$ cat config.mk
export PLATFORM = sky130hd
export DESIGN_NAME = pipe_code_text_renderer_unit
export DESIGN_NICKNAME = d
export VERILOG_FILES = /design/src/sv/pctr_pkg.sv /design/src/sv/pipe_code_text_renderer_unit.sv /design/src/sv/pctr_front.sv /design/src/sv/pctr_back.sv /design/src/sv/pctr_outq.sv
export SDC_FILE = /design/constraint.sdc
export NUM_CORES = 1
export LEC_CHECK = 0
export BUFFER_PORTS_ARGS = -buffer_cell sky130_fd_sc_hd__buf_2
export CORE_UTILIZATION = 55
export DETAILED_ROUTE_END_ITERATION = 16
export GPL_TIMING_DRIVEN = 0
export PLACE_DENSITY = 0.72
export SYNTH_ARGS = -nofsm -noshare
export SYNTH_HDL_FRONTEND = slang
export SYNTH_HIERARCHICAL = 1
export SYNTH_SLANG_ARGS = --single-unit
export TNS_END_PERCENT = 10
$ cat constraint.sdc
create_clock -name clk -period 15 [get_ports clk]
set_input_delay 0 -clock clk [delete_from_list [all_inputs] [get_ports clk]]
set_output_delay 0 -clock clk [all_outputs]
set_load 0.02 [all_outputs]
$ cat src/sv/pctr_pkg.sv
// ----------------------------------------------------------------------------
// pctr_pkg: shared definitions for the pipe-code text renderer
// Screen limits, character codes, item and result types, and the codes
// that pass between the front and back parts of the renderer.
// ----------------------------------------------------------------------------
package pctr_pkg;

    // Screen limits and tab spacing.
    localparam int MAX_COLUMNS = 128;
    localparam int MAX_ROWS    = 64;
    localparam int TAB_WIDTH   = 8;

    // Cursor column can rest one past the last column and step once more.
    localparam int COL_W     = $clog2(MAX_COLUMNS + 2);
    localparam int ROW_W     = $clog2(MAX_ROWS + 1);
    localparam int TAB_CNT_W = $clog2(TAB_WIDTH + 1);

    // Queue depths between the parts.
    localparam int INQ_DEPTH  = 2;
    localparam int OUTQ_DEPTH = 4;

    // Configuration register indexes and reset values.
    localparam logic CFG_SCREEN_WIDTH = 1'b0;
    localparam logic CFG_SCREEN_LINES = 1'b1;
    localparam logic [7:0] WIDTH_RESET = 8'd80;
    localparam logic [6:0] LINES_RESET = 7'd25;

    // Character codes of interest.
    localparam logic [7:0] CHAR_BS    = 8'h08;
    localparam logic [7:0] CHAR_TAB   = 8'h09;
    localparam logic [7:0] CHAR_LF    = 8'h0A;
    localparam logic [7:0] CHAR_CR    = 8'h0D;
    localparam logic [7:0] CHAR_SPACE = 8'h20;
    localparam logic [7:0] CHAR_ZERO  = 8'h30;
    localparam logic [7:0] CHAR_NINE  = 8'h39;
    localparam logic [7:0] CHAR_PIPE  = 8'h7C;

    // Color handling.
    localparam logic [3:0] FG_RESET    = 4'd7;
    localparam logic [6:0] FG_CODE_MAX = 7'd15;

    // Result actions.
    localparam logic ACT_WRITE  = 1'b0;
    localparam logic ACT_SCROLL = 1'b1;

    // Character classes decided by the front part.
    typedef logic [2:0] char_class_t;
    localparam char_class_t CLS_TEXT = 3'd0;
    localparam char_class_t CLS_BS   = 3'd1;
    localparam char_class_t CLS_CR   = 3'd2;
    localparam char_class_t CLS_LF   = 3'd3;
    localparam char_class_t CLS_TAB  = 3'd4;
    localparam char_class_t CLS_PIPE = 3'd5;

    // One input beat.
    typedef struct packed {
        logic [7:0] char_code;
        logic       end_of_text;
    } in_item_t;

    // One result beat.
    typedef struct packed {
        logic       action;
        logic [6:0] column;
        logic [5:0] row;
        logic [7:0] glyph;
        logic [7:0] attribute;
        logic       last_result;
    } out_item_t;

    // An input beat after classification.
    typedef struct packed {
        in_item_t    item;
        logic        is_digit;
        char_class_t cls;
    } cls_item_t;

    // Head of the front queue as seen by the back part.
    typedef struct packed {
        logic      avail;
        cls_item_t data;
    } front_link_t;

endpackage

$ cat src/sv/pipe_code_text_renderer_unit.sv
// ----------------------------------------------------------------------------
// pipe_code_text_renderer_unit: text stream to screen cell writes
// Turns a byte stream with '|' color codes into cell writes and scrolls.
//
// Input: a beat is taken when push is high and full is low; it carries one
// text byte and an end-of-text flag. Results: while empty is low the oldest
// result is on the result port, and pop takes it. The last result caused by
// a byte has last_result set; a byte may cause none.
// Configuration: cfg_index 0 is the screen width, 1 the line count; writes
// are taken every cycle (cfg_ready is tied high) and belong between texts.
// Sequencer: an ordinary byte is taken and sorted, then its cell is written;
// a tab writes its spaces one at a time, a wrap that scrolls adds a scroll
// step, and a flushed code gives its results one at a time. No new byte is
// taken until the last one is done. A result passes from the input queue
// through the item register and the one-result hold into the result queue.
// A two-entry queue ahead of the sequencer and a four-entry result queue
// behind it let input and output stall apart; when the receiver stops,
// the result queue fills, the sequencer holds, then full rises.
// Reset: cursor at the top left, foreground 7 on background 0, no pending
// code, an 80 by 25 screen, both queues empty.
// ----------------------------------------------------------------------------
module pipe_code_text_renderer_unit
    import pctr_pkg::*;
(
    input  logic       clk,
    input  logic       rst_n,
    input  logic       push,
    output logic       full,
    input  in_item_t   item,
    output logic       empty,
    input  logic       pop,
    output out_item_t  result,
    input  logic       cfg_valid,
    output logic       cfg_ready,
    input  logic       cfg_index,
    input  logic [7:0] cfg_data
);

    logic [7:0]       width_cfg_reg, width_cfg_next;
    logic [6:0]       lines_cfg_reg, lines_cfg_next;
    logic [COL_W-1:0] width_eff;
    logic [ROW_W-1:0] lines_eff;
    front_link_t      link;
    logic             back_pop;
    logic             outq_full;
    logic             outq_push;
    out_item_t        outq_data;

    assign cfg_ready = 1'b1;

    // Configuration register writes.
    always_comb
    begin
        width_cfg_next = width_cfg_reg;
        lines_cfg_next = lines_cfg_reg;
        if (cfg_valid && cfg_ready)
        begin
            case (cfg_index)
                CFG_SCREEN_WIDTH: width_cfg_next = cfg_data;
                CFG_SCREEN_LINES: lines_cfg_next = cfg_data[6:0];
                default:          width_cfg_next = width_cfg_reg;
            endcase
        end
    end

    always_ff @(posedge clk or negedge rst_n)
    begin
        if (!rst_n)
        begin
            width_cfg_reg <= WIDTH_RESET;
            lines_cfg_reg <= LINES_RESET;
        end
        else
        begin
            width_cfg_reg <= width_cfg_next;
            lines_cfg_reg <= lines_cfg_next;
        end
    end

    // Screen size as used, held to one up to the limits.
    always_comb
    begin
        if (width_cfg_reg == '0)
        begin
            width_eff = COL_W'(1);
        end
        else if ({1'b0, width_cfg_reg} > 9'(MAX_COLUMNS))
        begin
            width_eff = COL_W'(MAX_COLUMNS);
        end
        else
        begin
            width_eff = COL_W'(width_cfg_reg);
        end

        if (lines_cfg_reg == '0)
        begin
            lines_eff = ROW_W'(1);
        end
        else if ({1'b0, lines_cfg_reg} > 8'(MAX_ROWS))
        begin
            lines_eff = ROW_W'(MAX_ROWS);
        end
        else
        begin
            lines_eff = ROW_W'(lines_cfg_reg);
        end
    end

    pctr_front u_front (
        .clk   (clk),
        .rst_n (rst_n),
        .push  (push),
        .full  (full),
        .item  (item),
        .pop   (back_pop),
        .link  (link)
    );

    pctr_back u_back (
        .clk       (clk),
        .rst_n     (rst_n),
        .link      (link),
        .pop       (back_pop),
        .width_eff (width_eff),
        .lines_eff (lines_eff),
        .outq_full (outq_full),
        .outq_push (outq_push),
        .outq_data (outq_data)
    );

    pctr_outq u_outq (
        .clk   (clk),
        .rst_n (rst_n),
        .wr    (outq_push),
        .wdata (outq_data),
        .full  (outq_full),
        .rd    (pop),
        .rdata (result),
        .empty (empty)
    );

endmodule

$ cat src/sv/pctr_front.sv
// ----------------------------------------------------------------------------
// pctr_front: input classifier and queue
// Accepts text beats, tags each with its character class and a digit flag,
// and holds them in a short queue for the back part.
// ----------------------------------------------------------------------------
module pctr_front
    import pctr_pkg::*;
(
    input  logic        clk,
    input  logic        rst_n,
    input  logic        push,
    output logic        full,
    input  in_item_t    item,
    input  logic        pop,
    output front_link_t link
);

    localparam int PTR_W = $clog2(INQ_DEPTH);
    localparam int CNT_W = $clog2(INQ_DEPTH + 1);

    cls_item_t          q_mem [INQ_DEPTH];
    logic [PTR_W-1:0]   wr_ptr_reg, wr_ptr_next;
    logic [PTR_W-1:0]   rd_ptr_reg, rd_ptr_next;
    logic [CNT_W-1:0]   count_reg, count_next;
    logic               do_push, do_pop;
    cls_item_t          entry;

    // Sort a byte into the classes that the back part treats apart.
    function automatic char_class_t classify(input logic [7:0] c);
        char_class_t k;
        case (c)
            CHAR_BS:   k = CLS_BS;
            CHAR_CR:   k = CLS_CR;
            CHAR_LF:   k = CLS_LF;
            CHAR_TAB:  k = CLS_TAB;
            CHAR_PIPE: k = CLS_PIPE;
            default:   k = CLS_TEXT;
        endcase
        return k;
    endfunction

    function automatic logic [PTR_W-1:0] ptr_inc(input logic [PTR_W-1:0] p);
        return (p == PTR_W'(INQ_DEPTH - 1)) ? '0 : p + PTR_W'(1);
    endfunction

    // Classification of the incoming beat.
    assign entry.item     = item;
    assign entry.is_digit = item.char_code inside {[CHAR_ZERO:CHAR_NINE]};
    assign entry.cls      = classify(item.char_code);

    assign full    = (count_reg == CNT_W'(INQ_DEPTH));
    assign do_push = push && !full;
    assign do_pop  = pop && (count_reg != '0);

    assign link.avail = (count_reg != '0);
    assign link.data  = q_mem[rd_ptr_reg];

    // Pointer and fill count update.
    always_comb
    begin
        wr_ptr_next = do_push ? ptr_inc(wr_ptr_reg) : wr_ptr_reg;
        rd_ptr_next = do_pop ? ptr_inc(rd_ptr_reg) : rd_ptr_reg;
        count_next  = count_reg;
        if (do_push && !do_pop)
        begin
            count_next = count_reg + CNT_W'(1);
        end
        else if (do_pop && !do_push)
        begin
            count_next = count_reg - CNT_W'(1);
        end
    end

    always_ff @(posedge clk or negedge rst_n)
    begin
        if (!rst_n)
        begin
            wr_ptr_reg <= '0;
            rd_ptr_reg <= '0;
            count_reg  <= '0;
        end
        else
        begin
            wr_ptr_reg <= wr_ptr_next;
            rd_ptr_reg <= rd_ptr_next;
            count_reg  <= count_next;
        end
    end

    // Queue storage.
    always_ff @(posedge clk)
    begin
        if (do_push)
        begin
            q_mem[wr_ptr_reg] <= entry;
        end
    end

`ifndef SYNTH
    // The back part only takes a beat that is there.
    a_pop_nonempty: assert property (@(posedge clk) disable iff (!rst_n)
        pop |-> link.avail)
        else $error("front queue popped while empty");
`endif

endmodule

$ cat src/sv/pctr_back.sv
// ----------------------------------------------------------------------------
// pctr_back: cursor, color and code sequencer
// Runs classified beats one micro-step per cycle while the result queue takes
// results; keeps cursor, colors and pending pipe code; one result per cycle at most.
// ----------------------------------------------------------------------------
module pctr_back
    import pctr_pkg::*;
(
    input  logic             clk,
    input  logic             rst_n,
    input  front_link_t      link,
    output logic             pop,
    input  logic [COL_W-1:0] width_eff,
    input  logic [ROW_W-1:0] lines_eff,
    input  logic             outq_full,
    output logic             outq_push,
    output out_item_t        outq_data
);

    // Sequencer states.
    localparam logic [2:0] ST_IDLE   = 3'd0;
    localparam logic [2:0] ST_FPIPE  = 3'd1;
    localparam logic [2:0] ST_FWRAP  = 3'd2;
    localparam logic [2:0] ST_FDIGIT = 3'd3;
    localparam logic [2:0] ST_FRESH  = 3'd4;
    localparam logic [2:0] ST_GLYPH  = 3'd5;
    localparam logic [2:0] ST_TAB    = 3'd6;
    localparam logic [2:0] ST_LF     = 3'd7;

    // Pipe code phases.
    localparam logic [1:0] PH_NONE  = 2'd0;
    localparam logic [1:0] PH_BAR   = 2'd1;
    localparam logic [1:0] PH_DIGIT = 2'd2;

    logic [2:0]           state_reg, state_next;
    cls_item_t            item_reg, item_next;
    logic [COL_W-1:0]     col_reg, col_next;
    logic [ROW_W-1:0]     row_reg, row_next;
    logic [3:0]           fg_reg, fg_next;
    logic [3:0]           bg_reg, bg_next;
    logic [1:0]           phase_reg, phase_next;
    logic [7:0]           held_reg, held_next;
    logic                 fresh_pend_reg, fresh_pend_next;
    logic [TAB_CNT_W-1:0] tab_cnt_reg, tab_cnt_next;
    out_item_t            hold_reg, hold_next;
    logic                 hold_valid_reg, hold_valid_next;

    logic                 advance;
    logic                 emit;
    out_item_t            res;
    logic                 final_op;
    logic                 act_en;
    logic                 flush_done;
    logic                 fresh_done;
    logic                 hold_push;

    logic                 wrap_hit, wrap_scroll, lf_scroll;
    logic [COL_W-1:0]     wr_col, wr_col_inc;
    logic [ROW_W-1:0]     wr_row, row_inc, lf_inc, last_row;
    logic [7:0]           attr;
    logic [6:0]           code;

    function automatic out_item_t make_write(input logic [COL_W-1:0] c,
                                             input logic [ROW_W-1:0] r,
                                             input logic [7:0] g,
                                             input logic [7:0] a);
        out_item_t o;
        o.action      = ACT_WRITE;
        o.column      = c[6:0];
        o.row         = r[5:0];
        o.glyph       = g;
        o.attribute   = a;
        o.last_result = 1'b0;
        return o;
    endfunction

    function automatic out_item_t make_scroll();
        out_item_t o;
        o             = '0;
        o.action      = ACT_SCROLL;
        return o;
    endfunction

    // The back part moves on unless a finished result cannot leave.
    assign advance = !(hold_valid_reg && outq_full);

    // Lazy wrap of the current cursor and the line feed from there.
    assign last_row    = lines_eff - ROW_W'(1);
    assign row_inc     = row_reg + ROW_W'(1);
    assign wrap_hit    = (col_reg >= width_eff);
    assign wrap_scroll = wrap_hit && (row_inc >= lines_eff);
    assign wr_col      = wrap_hit ? '0 : col_reg;
    assign wr_row      = wrap_hit ? (wrap_scroll ? last_row : row_inc) : row_reg;
    assign wr_col_inc  = wr_col + COL_W'(1);
    assign lf_inc      = wr_row + ROW_W'(1);
    assign lf_scroll   = (lf_inc >= lines_eff);

    // Current attribute and the two-digit color code.
    assign attr = {bg_reg, fg_reg};
    assign code = 7'({held_reg[3:0], 3'b000}) + 7'({held_reg[3:0], 1'b0})
                + 7'(link.data.item.char_code[3:0]);

    // Sequencer.
    always_comb
    begin
        state_next      = state_reg;
        item_next       = item_reg;
        col_next        = col_reg;
        row_next        = row_reg;
        fg_next         = fg_reg;
        bg_next         = bg_reg;
        phase_next      = phase_reg;
        held_next       = held_reg;
        fresh_pend_next = fresh_pend_reg;
        tab_cnt_next    = tab_cnt_reg;
        pop             = 1'b0;
        emit            = 1'b0;
        res             = '0;
        final_op        = 1'b0;
        act_en          = 1'b0;
        flush_done      = 1'b0;
        fresh_done      = 1'b0;

        if (advance)
        begin
            case (state_reg)
                // Take a beat, pull the row inside the screen and sort it out.
                ST_IDLE:
                begin
                    if (link.avail)
                    begin
                        pop          = 1'b1;
                        item_next    = link.data;
                        tab_cnt_next = '0;
                        if (row_reg >= lines_eff)
                        begin
                            row_next = last_row;
                        end
                        if ((phase_reg != PH_NONE) && link.data.is_digit)
                        begin
                            if (phase_reg == PH_BAR)
                            begin
                                held_next  = link.data.item.char_code;
                                phase_next = PH_DIGIT;
                                if (link.data.item.end_of_text)
                                begin
                                    state_next = ST_FPIPE;
                                end
                                else
                                begin
                                    final_op = 1'b1;
                                end
                            end
                            else
                            begin
                                phase_next = PH_NONE;
                                if (code > FG_CODE_MAX)
                                begin
                                    bg_next = code[3:0];
                                end
                                else
                                begin
                                    fg_next = code[3:0];
                                end
                                final_op = 1'b1;
                            end
                        end
                        else if (phase_reg != PH_NONE)
                        begin
                            fresh_pend_next = 1'b1;
                            state_next      = ST_FPIPE;
                        end
                        else
                        begin
                            state_next = ST_FRESH;
                        end
                    end
                end

                // Print the bar of an unfinished code.
                ST_FPIPE:
                begin
                    emit     = 1'b1;
                    res      = make_write(col_reg, row_reg, CHAR_PIPE, attr);
                    col_next = col_reg + COL_W'(1);
                    if (phase_reg == PH_DIGIT)
                    begin
                        state_next = ST_FWRAP;
                    end
                    else
                    begin
                        phase_next = PH_NONE;
                        flush_done = 1'b1;
                    end
                end

                // Wrap before the held digit; print it at once if no scroll.
                ST_FWRAP:
                begin
                    emit     = 1'b1;
                    row_next = wr_row;
                    if (wrap_scroll)
                    begin
                        res        = make_scroll();
                        col_next   = wr_col;
                        state_next = ST_FDIGIT;
                    end
                    else
                    begin
                        res        = make_write(wr_col, wr_row, held_reg, attr);
                        col_next   = wr_col_inc;
                        phase_next = PH_NONE;
                        flush_done = 1'b1;
                    end
                end

                ST_FDIGIT:
                begin
                    emit       = 1'b1;
                    res        = make_write(col_reg, row_reg, held_reg, attr);
                    col_next   = col_reg + COL_W'(1);
                    phase_next = PH_NONE;
                    flush_done = 1'b1;
                end

                // A byte handled as fresh text.
                ST_FRESH:
                begin
                    case (item_reg.cls)
                        CLS_BS:
                        begin
                            if (col_reg != '0)
                            begin
                                col_next = col_reg - COL_W'(1);
                            end
                            fresh_done = 1'b1;
                        end
                        CLS_CR:
                        begin
                            col_next   = '0;
                            fresh_done = 1'b1;
                        end
                        default:
                        begin
                            if (wrap_scroll)
                            begin
                                emit     = 1'b1;
                                res      = make_scroll();
                                col_next = wr_col;
                                row_next = wr_row;
                                case (item_reg.cls)
                                    CLS_PIPE:
                                    begin
                                        phase_next = PH_BAR;
                                        fresh_done = 1'b1;
                                    end
                                    CLS_LF:  state_next = ST_LF;
                                    CLS_TAB: state_next = ST_TAB;
                                    default: state_next = ST_GLYPH;
                                endcase
                            end
                            else
                            begin
                                act_en = 1'b1;
                            end
                        end
                    endcase
                end

                ST_GLYPH, ST_TAB, ST_LF:
                begin
                    act_en = 1'b1;
                end

                default:
                begin
                    state_next = ST_IDLE;
                end
            endcase

            // The action of a fresh byte from the wrapped cursor.
            if (act_en)
            begin
                case (item_reg.cls)
                    CLS_PIPE:
                    begin
                        col_next   = wr_col;
                        row_next   = wr_row;
                        phase_next = PH_BAR;
                        fresh_done = 1'b1;
                    end
                    CLS_LF:
                    begin
                        col_next = '0;
                        if (lf_scroll)
                        begin
                            emit     = 1'b1;
                            res      = make_scroll();
                            row_next = last_row;
                        end
                        else
                        begin
                            row_next = lf_inc;
                        end
                        fresh_done = 1'b1;
                    end
                    CLS_TAB:
                    begin
                        emit         = 1'b1;
                        res          = make_write(wr_col, wr_row, CHAR_SPACE, attr);
                        col_next     = wr_col_inc;
                        row_next     = wr_row;
                        tab_cnt_next = tab_cnt_reg + TAB_CNT_W'(1);
                        if ((tab_cnt_next < TAB_CNT_W'(TAB_WIDTH))
                            && (wr_col_inc < width_eff))
                        begin
                            state_next = ST_TAB;
                        end
                        else
                        begin
                            fresh_done = 1'b1;
                        end
                    end
                    default:
                    begin
                        emit     = 1'b1;
                        res      = make_write(wr_col, wr_row, item_reg.item.char_code,
                                              attr);
                        col_next = wr_col_inc;
                        row_next = wr_row;
                        fresh_done = 1'b1;
                    end
                endcase
            end

            // After a flush, either go on to the byte or end the beat.
            if (flush_done)
            begin
                if (fresh_pend_reg)
                begin
                    fresh_pend_next = 1'b0;
                    state_next      = ST_FRESH;
                end
                else
                begin
                    state_next = ST_IDLE;
                    final_op   = 1'b1;
                end
            end

            // After the byte, an end of text flushes a bar just seen.
            if (fresh_done)
            begin
                if (item_reg.item.end_of_text && (item_reg.cls == CLS_PIPE))
                begin
                    state_next = ST_FPIPE;
                end
                else
                begin
                    state_next = ST_IDLE;
                    final_op   = 1'b1;
                end
            end
        end
    end

    // One-result hold: a result leaves once the next one exists or the
    // beat is known to be over, so the last one can be marked.
    always_comb
    begin
        hold_push       = advance && hold_valid_reg && (hold_reg.last_result || emit);
        hold_next       = hold_reg;
        hold_valid_next = hold_valid_reg;
        if (emit)
        begin
            hold_next             = res;
            hold_next.last_result = final_op;
            hold_valid_next       = 1'b1;
        end
        else if (hold_push)
        begin
            hold_valid_next = 1'b0;
        end
        else if (final_op && hold_valid_reg)
        begin
            hold_next.last_result = 1'b1;
        end
    end

    assign outq_push = hold_push;
    assign outq_data = hold_reg;

    always_ff @(posedge clk or negedge rst_n)
    begin
        if (!rst_n)
        begin
            state_reg      <= ST_IDLE;
            col_reg        <= '0;
            row_reg        <= '0;
            fg_reg         <= FG_RESET;
            bg_reg         <= '0;
            phase_reg      <= PH_NONE;
            held_reg       <= '0;
            fresh_pend_reg <= 1'b0;
            tab_cnt_reg    <= '0;
            hold_valid_reg <= 1'b0;
        end
        else
        begin
            state_reg      <= state_next;
            col_reg        <= col_next;
            row_reg        <= row_next;
            fg_reg         <= fg_next;
            bg_reg         <= bg_next;
            phase_reg      <= phase_next;
            held_reg       <= held_next;
            fresh_pend_reg <= fresh_pend_next;
            tab_cnt_reg    <= tab_cnt_next;
            hold_valid_reg <= hold_valid_next;
        end
    end

    // Payload registers.
    always_ff @(posedge clk)
    begin
        item_reg <= item_next;
        hold_reg <= hold_next;
    end

`ifndef SYNTH
    // A tab never runs past its width of spaces.
    a_tab_count: assert property (@(posedge clk) disable iff (!rst_n)
        (state_reg == ST_TAB) |-> (tab_cnt_reg < TAB_CNT_W'(TAB_WIDTH)))
        else $error("tab space count out of range");

    // The wrap before a held digit only happens with a digit held.
    a_fwrap_phase: assert property (@(posedge clk) disable iff (!rst_n)
        (state_reg == ST_FWRAP) |-> (phase_reg == PH_DIGIT))
        else $error("digit flush without a held digit");

    // Between beats, a waiting result is always marked as the last one.
    a_hold_marked: assert property (@(posedge clk) disable iff (!rst_n)
        ((state_reg == ST_IDLE) && hold_valid_reg) |-> hold_reg.last_result)
        else $error("unmarked result left over from a finished beat");
`endif

endmodule

$ cat src/sv/pctr_outq.sv
// ----------------------------------------------------------------------------
// pctr_outq: result queue
// Holds finished results until the receiver pops them, so the back part
// can keep working while the receiver stalls.
// ----------------------------------------------------------------------------
module pctr_outq
    import pctr_pkg::*;
(
    input  logic      clk,
    input  logic      rst_n,
    input  logic      wr,
    input  out_item_t wdata,
    output logic      full,
    input  logic      rd,
    output out_item_t rdata,
    output logic      empty
);

    localparam int PTR_W = $clog2(OUTQ_DEPTH);
    localparam int CNT_W = $clog2(OUTQ_DEPTH + 1);

    out_item_t        q_mem [OUTQ_DEPTH];
    logic [PTR_W-1:0] wr_ptr_reg, wr_ptr_next;
    logic [PTR_W-1:0] rd_ptr_reg, rd_ptr_next;
    logic [CNT_W-1:0] count_reg, count_next;
    logic             do_wr, do_rd;

    function automatic logic [PTR_W-1:0] ptr_inc(input logic [PTR_W-1:0] p);
        return (p == PTR_W'(OUTQ_DEPTH - 1)) ? '0 : p + PTR_W'(1);
    endfunction

    assign full  = (count_reg == CNT_W'(OUTQ_DEPTH));
    assign empty = (count_reg == '0);
    assign do_wr = wr && !full;
    assign do_rd = rd && !empty;
    assign rdata = q_mem[rd_ptr_reg];

    // Pointer and fill count update.
    always_comb
    begin
        wr_ptr_next = do_wr ? ptr_inc(wr_ptr_reg) : wr_ptr_reg;
        rd_ptr_next = do_rd ? ptr_inc(rd_ptr_reg) : rd_ptr_reg;
        count_next  = count_reg;
        if (do_wr && !do_rd)
        begin
            count_next = count_reg + CNT_W'(1);
        end
        else if (do_rd && !do_wr)
        begin
            count_next = count_reg - CNT_W'(1);
        end
    end

    always_ff @(posedge clk or negedge rst_n)
    begin
        if (!rst_n)
        begin
            wr_ptr_reg <= '0;
            rd_ptr_reg <= '0;
            count_reg  <= '0;
        end
        else
        begin
            wr_ptr_reg <= wr_ptr_next;
            rd_ptr_reg <= rd_ptr_next;
            count_reg  <= count_next;
        end
    end

    // Queue storage.
    always_ff @(posedge clk)
    begin
        if (do_wr)
        begin
            q_mem[wr_ptr_reg] <= wdata;
        end
    end

`ifndef SYNTH
    // The back part never offers a result that would be dropped.
    a_no_overflow: assert property (@(posedge clk) disable iff (!rst_n)
        wr |-> !full)
        else $error("result pushed into a full queue");
`endif

endmodule
Word-level counts from Yosys, hierarchy flattened:

Memories as Yosys holds them, arrays and structs flattened.
Cells that the tools add are included.

* bits in registers: 111
* latch bits: 0
* RAM bits: 150
* ROM bits: 0
* input port bits: 23
* output and inout bits: 34
* word-level logic and storage cells: 264
* memories kept: 2

* $add $sub $neg: 17
* multiply operators: 0
* div/mod/pow operators: 0
* $lt $le $gt $ge: 11
* eq/ne operators: 30
* shift-type cells: 0
* multiplexer cells: 121
* bitwise gates (word level): 4
* reductions and logical operators: 52

Memories
* u_outq.q_mem: words 4, width 31, rd ports 1, clocked after memory_dff 0, write ports 1, line pctr_outq.sv:22 `out_item_t q_mem [OUTQ_DEPTH];`
* u_front.q_mem: words 2, width 13, rd ports 1, clocked after memory_dff 0, write ports 1, line pctr_front.sv:21 `cls_item_t q_mem [INQ_DEPTH];`

Operators by type and width (number)
* $mux W31: 5
* $pmux W31 S4: 1
* $pmux W31 S3: 1
* $mux W7: 11
* $mux W8: 7
* $mux W3: 17
* $mux W1: 49
* $eq A8 B4 Y1 const B: 4
* $pmux W8 S2: 2
* $mux W2: 14
* $pmux W8 S3: 1
* $eq A3 B3 Y1 const B: 7
* $ge A7 B7 Y1: 3
* $pmux W7 S3: 1
* $reduce_and A6 Y1: 3
* $logic_and A1 B1 Y1: 17
* $add A8 B1 Y8 const B: 2
* $mux W4: 4
* $pmux W3 S5: 1
* $add A7 B1 Y7 const B: 2
* $eq A3 B2 Y1 const B: 4
* $pmux W3 S4: 1
* $reduce_bool A2 Y1: 6
* $pmux W2 S5: 1
* 44 further kinds: 71

Logic depth before layout (Yosys ltp):

* word-level depth: 20
* depth in mapped cells: 30

Modules after synthesis:

The synthesis kept the hierarchy.

By module, submodules not included
* pctr_back: times used 1, cells an instance 702, area an instance 6523.8 µm²
* pctr_outq: times used 1, cells an instance 199, area an instance 4938.5 µm²
* pctr_front: times used 1, cells an instance 74, area an instance 1213.7 µm²
* pipe_code_text_renderer_unit: times used 1, cells an instance 54, area an instance 708.2 µm²

Worst setup path after synthesis:

No wires, ideal clock.

* kind: reg-to-reg
* start point: register lines_cfg_reg[1]
* end point: memory u_outq/q_mem[3][0] in the netlist's numbering (enable)
* library setup time: 419 ps
* arrival: 6489 ps
* slack: 8091 ps
* stages on the path, launching flop included: 24
* buffers on the path: 1
* cell sequence: dfrtp_1 or3_1 o41ai_1 ha_1 nand2_1 a31oi_2 o221ai_4 a21oi_2 a221oi_4 ha_1 and3_1 buf_2 nand2_1 xor2_1 ha_1 o21ai_0 nor3_1 a21o_1 nand2_1 nand3_1 a21oi_2 a21oi_1 nand2_1 nor2_1

* cells in the longest elaborated chain, start to end: 18
* elaborated cells between the ends (all ways): 27

Ends and longest elaborated chain
* from (decl): line pipe_code_text_renderer_unit.sv:40 `logic [6:0] lines_cfg_reg, lines_cfg_next;`
* from (signal assigned): line pipe_code_text_renderer_unit.sv:76 `lines_cfg_reg <= lines_cfg_next;`
* $gt A7 B7 Y1: line pipe_code_text_renderer_unit.sv:100 `else if ({1'b0, lines_cfg_reg} > 8'(MAX_ROWS))`
* $mux W7: line pipe_code_text_renderer_unit.sv:100
* $mux W7 (*): line pipe_code_text_renderer_unit.sv:96 `if (lines_cfg_reg == '0)`
* named net lines_eff[0]: line pipe_code_text_renderer_unit.sv:42 `logic [ROW_W-1:0] lines_eff;`
* $ge A7 B7 Y1: line pctr_back.sv:91 `assign wrap_scroll = wrap_hit && (row_inc >= lines_eff);`
* $logic_and A1 B1 Y1: line pctr_back.sv:91
* $mux W7 (2 in a row): line pctr_back.sv:93 `assign wr_row = wrap_hit ? (wrap_scroll ? last_row : row_inc) : row_reg;`
* $add A7 B1 Y7: line pctr_back.sv:95 `assign lf_inc = wr_row + ROW_W'(1);`
* [... 3 more ...]
* $mux W1 (*): line pctr_back.sv:282 `if (act_en)`
* $mux W1 (*): line pctr_back.sv:124 `if (advance)`
* $logic_or A1 B1 Y1 (*): line pctr_back.sv:371 `hold_push = advance && hold_valid_reg && (hold_reg.last_result || emit);`
* $logic_and A1 B1 Y1 (*): line pctr_back.sv:371
* named net outq_push: line pipe_code_text_renderer_unit.sv:46 `logic outq_push;`
* $logic_and A1 B1 Y1 (*): line pctr_outq.sv:34 `assign do_wr = wr && !full;`
* $mux W1 (*): line pctr_outq.sv:73 `if (do_wr)`
* $mux W1 (implied by the code) (*): line pctr_outq.sv:75 `q_mem[wr_ptr_reg] <= wdata;`
* to (decl): line pctr_outq.sv:22

Mark *: on every way through the listed nets, which the timed path passes. The rest lies on a longest branch. The select of a mux whose other input is x is not followed.

Worst setup path after layout:

* start point: register u_back.row_reg[0]
* end point: register u_outq.count_reg[2]

* cells in the longest elaborated chain, start to end: 17
* elaborated cells between the ends (all ways): 26

Ends and longest elaborated chain
* from (decl): line pctr_back.sv:38 `logic [ROW_W-1:0] row_reg, row_next;`
* from (signal assigned): line pctr_back.sv:412 `row_reg <= row_next;`
* $add A7 B1 Y7: line pctr_back.sv:89 `assign row_inc = row_reg + ROW_W'(1);`
* $ge A7 B7 Y1: line pctr_back.sv:91
* $logic_and A1 B1 Y1: line pctr_back.sv:91
* $mux W7 (2 in a row): line pctr_back.sv:93
* $add A7 B1 Y7: line pctr_back.sv:95
* $ge A7 B7 Y1: line pctr_back.sv:96 `assign lf_scroll = (lf_inc >= lines_eff);`
* $mux W1: line pctr_back.sv:295 `if (lf_scroll)`
* $pmux W1 S2: line pctr_back.sv:284 `case (item_reg.cls)`
* [... 2 more ...]
* $logic_or A1 B1 Y1 (*): line pctr_back.sv:371
* $logic_and A1 B1 Y1 (*): line pctr_back.sv:371
* named net outq_push: line pipe_code_text_renderer_unit.sv:46
* $logic_and A1 B1 Y1 (*): line pctr_outq.sv:34
* named net u_outq.do_wr: line pctr_outq.sv:26 `logic do_wr, do_rd;`
* $logic_not A1 Y1: line pctr_outq.sv:48 `else if (do_rd && !do_wr)`
* $logic_and A1 B1 Y1: line pctr_outq.sv:48
* $reduce_bool A2 Y1 (no line)
* to (signal assigned): line pctr_outq.sv:66 `count_reg <= count_next;`
* to (decl): line pctr_outq.sv:25 `logic [CNT_W-1:0] count_reg, count_next;`

Marked as above.
A chain may end at the register's enable or synchronous reset.

==> out/qor.yml <==
synth_adder_area_share_pct: 5.87
synthArstFlopShare_pct: 26.1
whs_ns: 0.0139
io_pins: 57
crit_path_max_fanout: 9
gp_congestion: 0.937
syn_nets: 1113
period_minus_slack_ns: 7.18
diodes: 0
cp_num_cells: 29
hold_depth: 3
postCtsSetupRepairBufs: 0
vias_per_cell: 5.97
hold_viol: 0
nFillCells: 1827
routed_wl_um: 29500
leakage_nw: 5.79
clock_path_buffers: 3
coreArea_um2: 23700
hold_path_class: "primary input to flip-flop"
fin_nets: 1225
wl_per_cell_um: 19.9
finalNonFillerCells: 1481
max_slew.worst_pin.slew_ns: 1.10
p_per_area_nw_per_um2: 256
timing.critical_path.mode_cell: "ha_1"
layout-drive-gt1-share_pct: 21.7
cts_tree: "done"
synth_edf_count: 193
clock_skew_ns: 0.0183
finalSetupViolations: 0
synth.area.mux_share_pct: 10.5
top_register: "u_outq/q_mem"
fp.dieH_um: 158
clock-sinks: 261
crit_required_ns: 15.46
antenna_left: 0
ys.flop_type: "edfxtp_1"
path_class: "flip-flop to flip-flop"
synth_cell_types: 93
cp-start-kind: "flip-flop"
grt_max_degree: 46
start_util_pct: 56.5
synth_area_per_cell_um2: 13.0
largest_reg_flops: 124
synth-seq-cells: 261
crit_family: "adder cells"
synth-simple-area-share_pct: 11.0
cts.clk_slew.worst_paths_ns: 0.07
syn_area_um2: 13400
drc: 0
layout_commonest_cell: "edfxtp_1"
route.vias.total: 8835
rsz0062_at_grt: "no"
syn_to_final_growth_pct: 14.2
cts_buffers: 27
worstPathArrival_ns: 7.64
synthCells: 1029
insertion_delay_ns: 0.55
fin_setup_tns_ns: 0
htree_levels: 1
peakVddDrop_uv: 141
cp_slowest_stage_delay_ns: 0.60
maxCapViolCount: 0
status: "finished clean"
slew_headroom_pct: 26.3
portBuffers: 55
synth_top_family_by_area: "compound AO/OA/AOI/OAI gates"
cp_slowest_cell: "dfrtp_1"
placedCellCount: 1407
grt_overflow: 0
grt_pass1_vias: 8686
rows: 56
drt_iter0_drc: 575
synthXorXnorAreaFrac_pct: 2.22
synth_compound_gate_area_share_pct: 11.2
max_freq_mhz: 139
grt.total_usage_pct: 24.5
antenna_found_initial: 0
seq_area_frac_synth_pct: 56.1
cp-end-kind: "flip-flop"
ys_warn_count: 6
drv_slew: 0
cp_num_buf_inv: 3
cts-root-buf: "clkbuf_16"
reg2reg_depth: 29
fp.dieW_um: 158
first_pass_iters: 6
dieArea_um2: 25000
fin_crit_sh_pct: 47.9
final_cell_mix: "edfxtp_1, nor2_1, buf_2"
grt_pass1_wl_um: 46900
dpl.hpwl_um: 20500
==> layout make-up <==
type                    count  area [um^2]  area share, %
repair buffers             83          596           3.90
plain buffers              46          239           1.56
inverters                  43          161           1.06
clock buffers              32          694           4.54
clock inverters            18          185           1.21
flip-flops and latches    261         7510           49.1
multi-input cells         679         5500           36.0
well taps                 319          399           2.61
==> per-layer routing <==
| layer | global-route usage, % | vias up | wire length [um] |
|---|---|---|---|
| met5 | 0 | - | 0 |
| met4 | 8.06 | 0 | 903 |
| met3 | 3.59 | 72 | 2210 |
| met2 | 38.9 | 381 | 13500 |
| met1 | 34.8 | 4266 | 12900 |
| li1 | - | 4116 | - |
==> worst paths after layout <==
kind                                          startpoint                               to  slack [ns]
min                                            cfg_valid     lines_cfg_reg[4]$_DFFE_PN1P_        0.01
max reg2reg                u_back/row_reg[0]$_DFFE_PN0P_  u_outq/count_reg[2]$_DFFE_PN0P_        7.82
min reg2reg                 u_back/bg_reg[3]$_DFFE_PN0P_     u_back/bg_reg[3]$_DFFE_PN0P_        0.47
min in group asynchronous                          rst_n     lines_cfg_reg[4]$_DFFE_PN1P_        0.53
max in group asynchronous                          rst_n    u_back/row_reg[0]$_DFFE_PN0P_       12.94
max                        u_back/row_reg[0]$_DFFE_PN0P_  u_outq/count_reg[2]$_DFFE_PN0P_        7.82
==> synthesized netlist by cell type, types with 4 or more instances <==
library cell	n	area share, %
o21ai_1	5	0.19
o21a_1	5	0.28
mux2_2	46	3.9
nor4_1	5	0.23
mux4_2	31	5.2
dfrtp_1	60	11
o2111ai_1	4	0.26
edfxtp_1	193	43
o32ai_1	4	0.26
a21o_1	10	0.56
dfstp_2	8	1.6
nor2_1	75	2.1
xnor2_1	18	1.2
nand3_1	22	0.82
nand4_1	6	0.28
a31oi_1	13	0.61
and2_1	22	1.0
ha_1	58	5.4
a221oi_1	6	0.39
nor3_2	4	0.30
o211ai_1	5	0.28
o21bai_1	4	0.22
nand2_1	59	1.7
xor2_1	16	1.0
nand2b_1	11	0.51
buf_6	5	0.42
inv_1	42	1.2
clkbuf_1	24	0.67
buf_2	11	0.41
nor2b_1	21	0.98
a22oi_1	11	0.62
o21ai_0	43	1.6
a211oi_1	5	0.28
o31ai_1	6	0.34
and3_1	8	0.37
buf_4	4	0.22
nor3_1	19	0.71
or3_1	6	0.28
mux2i_1	11	0.82
o22ai_1	4	0.19
a21oi_1	42	1.6
==> per-stage QoR <==
| step | setup WS [ns] | instance area, um^2 | util [%] | power, mW |
|---|---|---|---|---|
| 2_1_floorplan | 8.09 | 13400 | - | 2.69 |
| 3_3_place_gp | 5.71 | 14100 | 59.4 | 3.16 |
| 3_5_place_dp | 8.04 | 14200 | 59.8 | 3.23 |
| 4_1_cts | 7.94 | 15300 | 64.5 | 3.92 |
| 5_1_grt | 7.33 | 15300 | 64.5 | 4.17 |
| 6_report | 7.82 | 15300 | 64.5 | 3.92 |
==> logic make-up (layout without fill, tap and decap cells) <==
group,Yosys count,count (layout)
fa+ha+maj,61,61
other cells,1,1
mux,94,94
simple gates,283,283
compound gates,206,206
flops,261,261
buf+inv,89,222
xor+xnor,34,34
==> report_power, final <==
part / leakage [nW] / switching [mW] / internal, mW
Clock: 0.434 / 0.277 / 0.385
Combinational: 2.71 / 1.18 / 0.748
Sequential: 2.64 / 0.162 / 1.17
==> worst min-delay path, cell delays in order <==
cell	delay [ns]
buf_2	0.10
nand2_1	0.22
mux2_2	0.21
==> timing repair <==
item	CTS	global route
hold buffers	24	0
hold endpoints to repair	114	0
resized for setup	0	0
Power figures use the tool's default switching activity.
